===== src/hw/rtl/nbbr_pkg.sv =====
`timescale 1ns / 1ps

package nbbr_pkg;

    // Operation codes of an input item
    localparam logic [1:0] OP_QUERY     = 2'd0;
    localparam logic [1:0] OP_WR_BITMAP = 2'd1;
    localparam logic [1:0] OP_WR_SUBST  = 2'd2;

    // Result status codes
    localparam logic [2:0] ST_PASS  = 3'd0;
    localparam logic [2:0] ST_SUBST = 3'd1;
    localparam logic [2:0] ST_NOSUB = 3'd2;
    localparam logic [2:0] ST_RANGE = 3'd3;
    localparam logic [2:0] ST_WRITE = 3'd4;

    // Configuration register indexes
    localparam logic CFG_CE_COUNT  = 1'b0;
    localparam logic CFG_SUB_COUNT = 1'b1;

    // Field widths fixed by the interface
    localparam int CHIP_W  = 8;
    localparam int BLOCK_W = 24;
    localparam int VB_W    = 33;
    localparam int LOC_W   = 32;
    localparam int IDX_W   = 7;
    localparam int STAT_W  = 3;

    // Commands from controller to datapath
    typedef struct packed {
        logic              load_query;
        logic              write_bm;
        logic              write_tab;
        logic              add;
        logic              check;
        logic              search_step;
        logic              finish;
        logic [STAT_W-1:0] fin_code;
    } t_cmd;

    // Status from datapath to controller
    typedef struct packed {
        logic range_err;
        logic pass;
        logic match;
        logic exhausted;
    } t_sts;

endpackage


===== src/hw/rtl/nbbr_ctrl.sv =====
`timescale 1ns / 1ps

module nbbr_ctrl (
    input  logic                i_clk,
    input  logic                i_rst_n,
    input  logic                start,
    input  logic [1:0]          i_operation,
    input  nbbr_pkg::t_sts      i_sts,
    output nbbr_pkg::t_cmd      o_cmd,
    output logic                busy,
    output logic                o_strobe
);

    localparam logic [2:0] S_IDLE = 3'd0;
    localparam logic [2:0] S_ADD  = 3'd1;
    localparam logic [2:0] S_CHK  = 3'd2;
    localparam logic [2:0] S_BIT  = 3'd3;
    localparam logic [2:0] S_SRCH = 3'd4;

    logic [2:0]     r_state;
    logic [2:0]     n_state;
    logic           r_strobe;
    logic           accept;
    nbbr_pkg::t_cmd cmd;

    assign accept = start && (r_state == S_IDLE);

    // Sequence the query and issue datapath commands
    always_comb begin
        n_state = r_state;
        cmd     = '0;
        case (r_state)
            S_IDLE: begin
                if (accept) begin
                    if (i_operation == nbbr_pkg::OP_QUERY) begin
                        cmd.load_query = 1'b1;
                        n_state        = S_ADD;
                    end else begin
                        cmd.write_bm  = (i_operation == nbbr_pkg::OP_WR_BITMAP);
                        cmd.write_tab = (i_operation == nbbr_pkg::OP_WR_SUBST);
                        cmd.finish    = 1'b1;
                        cmd.fin_code  = nbbr_pkg::ST_WRITE;
                    end
                end
            end
            S_ADD: begin
                cmd.add = 1'b1;
                n_state = S_CHK;
            end
            S_CHK: begin
                if (i_sts.range_err) begin
                    cmd.finish   = 1'b1;
                    cmd.fin_code = nbbr_pkg::ST_RANGE;
                    n_state      = S_IDLE;
                end else begin
                    cmd.check = 1'b1;
                    n_state   = S_BIT;
                end
            end
            S_BIT: begin
                if (i_sts.pass) begin
                    cmd.finish   = 1'b1;
                    cmd.fin_code = nbbr_pkg::ST_PASS;
                    n_state      = S_IDLE;
                end else begin
                    n_state = S_SRCH;
                end
            end
            S_SRCH: begin
                cmd.search_step = 1'b1;
                if (i_sts.match) begin
                    cmd.finish   = 1'b1;
                    cmd.fin_code = nbbr_pkg::ST_SUBST;
                    n_state      = S_IDLE;
                end else if (i_sts.exhausted) begin
                    cmd.finish   = 1'b1;
                    cmd.fin_code = nbbr_pkg::ST_NOSUB;
                    n_state      = S_IDLE;
                end
            end
            default: begin
                n_state = S_IDLE;
            end
        endcase
    end

    // Advance state and mark the result cycle
    always_ff @(posedge i_clk) begin
        if (!i_rst_n) begin
            r_state  <= S_IDLE;
            r_strobe <= 1'b0;
        end else begin
            r_state  <= n_state;
            r_strobe <= cmd.finish;
        end
    end

    assign o_cmd    = cmd;
    assign busy     = (r_state != S_IDLE);
    assign o_strobe = r_strobe;

    // A query keeps the block busy and gives no result in the next cycle
    a_query_busy: assert property (@(posedge i_clk) disable iff (!i_rst_n)
        (accept && i_operation == nbbr_pkg::OP_QUERY) |=> (busy && !o_strobe))
        else $error("query did not hold the block busy");

    // A write answers in the next cycle and leaves the block free
    a_write_ack: assert property (@(posedge i_clk) disable iff (!i_rst_n)
        (accept && i_operation != nbbr_pkg::OP_QUERY) |=> (o_strobe && !busy))
        else $error("write not answered in one cycle");

    // A result is shown only once the controller is back at rest
    a_strobe_idle: assert property (@(posedge i_clk) disable iff (!i_rst_n)
        o_strobe |-> !busy)
        else $error("result strobe while busy");

endmodule


===== config.mk =====
export PLATFORM = sky130hd
export DESIGN_NAME = nbbr_ctrl
export DESIGN_NICKNAME = d
export VERILOG_FILES = /design/src/hw/rtl/nbbr_pkg.sv /design/src/hw/rtl/nbbr_ctrl.sv
export SDC_FILE = /design/constraint.sdc
export NUM_CORES = 1
export LEC_CHECK = 0
export ABC_CLOCK_PERIOD_IN_PS = 1500
export BUFFER_PORTS_ARGS = -buffer_cell sky130_fd_sc_hd__buf_2
export CAP_MARGIN = 20
export CORE_AREA = 2 2 39 41
export DETAILED_ROUTE_END_ITERATION = 6
export DIE_AREA = 0 0 41 43
export SYNTH_ARGS = -nofsm -noshare
export SYNTH_HDL_FRONTEND = slang
export SYNTH_SLANG_ARGS = --single-unit

===== constraint.sdc =====
create_clock -name i_clk -period 1.5 [get_ports i_clk]
set_input_delay 0.075 -clock i_clk [delete_from_list [all_inputs] [get_ports i_clk]]
set_output_delay 0.075 -clock i_clk [all_outputs]
set_load 0.02 [all_outputs]

=== Yosys cells after proc, flatten, opt, wreduce, memory -nomap -nowiden ===
Index checks and enable logic that the tools add are counted.

* Flip-flop bits (word level): 4
* Bits of input ports: 9
* Output and inout port bits: 12
* Logic and storage cells: 38

* Equality and inequality tests: 9
* Mux-type cells: 22
* Reduce and logical (&&, ||, !) cells: 5

{| class="wikitable"
|+ Operators with widths
! operator !! number
|-
| two-way mux 4 bit || 6
|-
| two-way mux 3 bit || 7
|-
| one-hot mux 4 bit (4 select lines) || 1
|-
| one-hot mux 3 bit (5 select lines) || 1
|-
| equality test 3 x 2 -> 1 bit, second input constant || 2
|-
| two-way mux 1 bit || 5
|-
| two-way mux 2 bit || 2
|-
| equality test 3 x 1 -> 1 bit, second input constant || 1
|-
| equality test 3 bit, second input constant || 1
|-
| zero test 3 bit || 1
|-
| inequality test 3 bit, second input constant || 1
|-
| AND reduction 3 bit || 1
|-
| nonzero test 3 bit || 1
|-
| equality test 2 x 1 -> 1 bit, second input constant || 1
|-
| equality test 2 bit, second input constant || 1
|-
| zero test 2 bit || 1
|-
| inequality test 2 x 1 -> 1 bit, second input constant || 1
|-
| inequality test 2 bit, second input constant || 1
|-
| logical AND 1 bit || 1
|}

=== Longest topological paths before layout ===
* Word-level depth: 4
* Mapped depth: 4
* Mapped depth without buffers: 4

=== Least setup slack after synthesis ===
No wires, ideal clock.

* Kind: register to output
* From: register r_state[1]
* To: output o_cmd[8] (netlist name)
* Arrival time: 1,436 ps
* Required time: 1,425 ps
* Slack: -11 ps
* Cell stages (with the launch flop): 3
* Path buffers: 0
* Path through: dfxtp_1 or4b_4 nor3b_1

{| class="wikitable"
|+ RTL lines
! element !! RTL line !! source
|-
| start, declared || nbbr_ctrl.sv:20 || <nowiki>logic [2:0] r_state;</nowiki>
|-
| start signal, assigned || nbbr_ctrl.sv:93 || <nowiki>r_state <= n_state;</nowiki>
|-
| end, declared || nbbr_ctrl.sv:9 || <nowiki>output nbbr_pkg::t_cmd o_cmd,</nowiki>
|}

==> run metrics <==
Hold Slack=0.0762 ns; Mapped Cells=34; grt total ovfl=0; Wirelength per Cell=10.6 um; ant diodes=0; Seq/Total Area, Yosys=27.0%; clock latency on the worst-skew pair=0.23 ns; highest cell delay on the worst timing path=0.57 ns; die area=1760 um2; worst-margin pin slew=0.341 ns; Die Y=43 um; peak supply drop=291 uV; clock-pin slew on the worst setup and hold paths=0.04 ns; CTS H-tree lvls=1; GRT Overall Usage=9.55%; final antenna-violating net count=0; clock power share=37.3%; max_cap viols=0; Distinct cells, synth=20; Root Driver=clkbuf_4; Clock Skews=0.000561 ns; IO Pins=21; met3 WL=53 um; Worst setup EP type=primary output; worst hold-check path type=in -> reg; fmax=0.611 GHz; failing checks=setup timing; Final period util=109%; DPL Wire Length=620 um; NetSw=0.0966 mW; CP delay by family, top=simple AND/OR/NAND/NOR gates; cell area after layout=526 um2; Slew Viols, Final=0; metal2 WL=405 um; Initial DRC Count=2; Post-CTS Hold Buffers=0; area occupied by multi-input gates=219 um2; Synth area leader=dfxtp_1; vias per cell=4.66; dominant synthesized flop cell=dfxtp_1; Worst Path Max Fanout=4; vias in the first global route=326; crit path DAT=1.56 ns; final worst slack=-0.136 ns; global-route wire length before repair=1150 um; Seq cells post-synth=4; P&R area growth vs syn=77.2%; Post-synth top cells=dfxtp_1, inv_1, nand2_1, nor3_1, nor3b_1; Post-Syn Area=297 um2; total number of vias=359; initial antenna violation count=0; remaining routing DRC violations=0; port bufs=20; Period minus WS final=1.64 ns; largest cells by area after synthesis=dfxtp_1, nor3b_1, o21bai_4, a41oi_2, nor3_1; core box area=1380 um2; Placed Area=422 um2; cts bufs inserted=3; Final Hold Vio Count=0; row count=14; setup violators final=6; Overall Power=0.348 mW; WS Path Type=reg -> out; DR top layer=met3; clock sink count=4; Worst Setup Start Kind=register; Sequential Power Share=32.4%; Comb pwr share=30.3%; WP buf/inv=1; WP data required=1.42 ns; RePlAce Congestion=0.670; Die Wd=41 um; Max-slew headroom=76.7%; Layout Nets=72; largest net degree at the start of global routing=8; fraction of layout cells with a size suffix above 1=67.2%; Avg Cell Area, Syn=8.72 um2; clk buf depth=2; critical path, cell by cell=or4b_4, o21bai_4, nand4_1, buf_6; first-pass iteration count of the detailed router=2; Synth top area share=27.0%; RSZ-0062 raised after global routing=true; PD cells=662 nW/um2; yosys warns=0; CP max-delay cell=or4b_4; WL met1=358 um; CTS tree=built; Fillers=151; routed wire length=818 um; ys async rst share=0%; Leak=0.257 nW; P_int=0.252 mW; status=finished, violations left; Sw Share=27.7%; Starting Density=21.4%; Seq. cell area=86.3 um2; syn nets=43; Post-synth EDFFs=0
what timing repair did:
action,in CTS,in global routing
setup buffers,3,1
endpoints found under the hold margin,0,0
pin swaps,3,0
resized for setup,12,8
endpoints found under the setup margin,7,8
per-stage QoR:
stage | util (%) | TNS [ns] | setup slack, ns | std cells
after floorplan | - | -0.00290 | -0.00290 | 34
after global placement | 30.5 | 0 | 0.0927 | 70
after detailed placement | 30.5 | 0 | 0.0540 | 70
after CTS | 35.8 | -0.466 | -0.153 | 76
after global routing | 38.0 | -0.675 | -0.179 | 77
final | 38.0 | -0.355 | -0.136 | 77
cells by family after synthesis:
logic type      after synthesis  synth area share (%)
compound gates                6                  24.5
flops                         4                  27.0
buf+inv                       4                  5.06
simple gates                 20                  43.5
layout make-up:
class                      instances  share of cell area (%)
timing repair buffer              24                    30.5
inverter                           4                    3.33
clock buffer                       3                    4.29
multi-input combinational         26                    41.7
sequential                         4                    16.4
tap                               16                    3.81
worst paths after layout:
kind / start / to / slack [ns] / cells after the start
max: r_state[0] / o_cmd[3] / -0.14 / 4
min: i_sts[3] / r_state[0] / 0.08 / 2
max reg2reg: r_state[0] / o_strobe / 0.06 / 4
min reg2reg: r_state[2] / r_state[0] / 0.48 / 1
flip-flops by register name, indices dropped and copies added (netlist names):
name	count
r_state	3
o_strobe	1
cells in the final DEF, fill, tap and decap left out, types with 2 or more instances in the layout:
cell type,instances
nor3_1,3
buf_2,14
dfxtp_2,2
nor3b_2,2
buf_4,6
buf_6,4
nand2_1,2
nand3b_1,2
nand2_2,2
clkbuf_4,3
inv_1,3
power groups by stage:
stage | Sequential, mW | Combinational, mW | Clock [mW]
global placement | 0.116 | 0.0846 | 0
floorplan | 0.118 | 0.0484 | 0
global route | 0.113 | 0.114 | 0.141
finish | 0.113 | 0.106 | 0.130
detailed placement | 0.116 | 0.0853 | 0
CTS | 0.112 | 0.103 | 0.139
routing by layer:
metal	up-vias	track usage (%)
met5	-	0
met4	0	8.00
met3	0	1.57
met2	12	14.4
met1	160	11.0
li1	187	-
worst reg2reg max path, delay by kind of cell (launching register included):
kind	cells	cell delay, ns
and+or+nand+nor	1	0.57
DFF	1	0.33
buffers and inverters	1	0.14
AOI/OAI and AO/OA	2	0.33
Power figures use the tool's default switching activity.
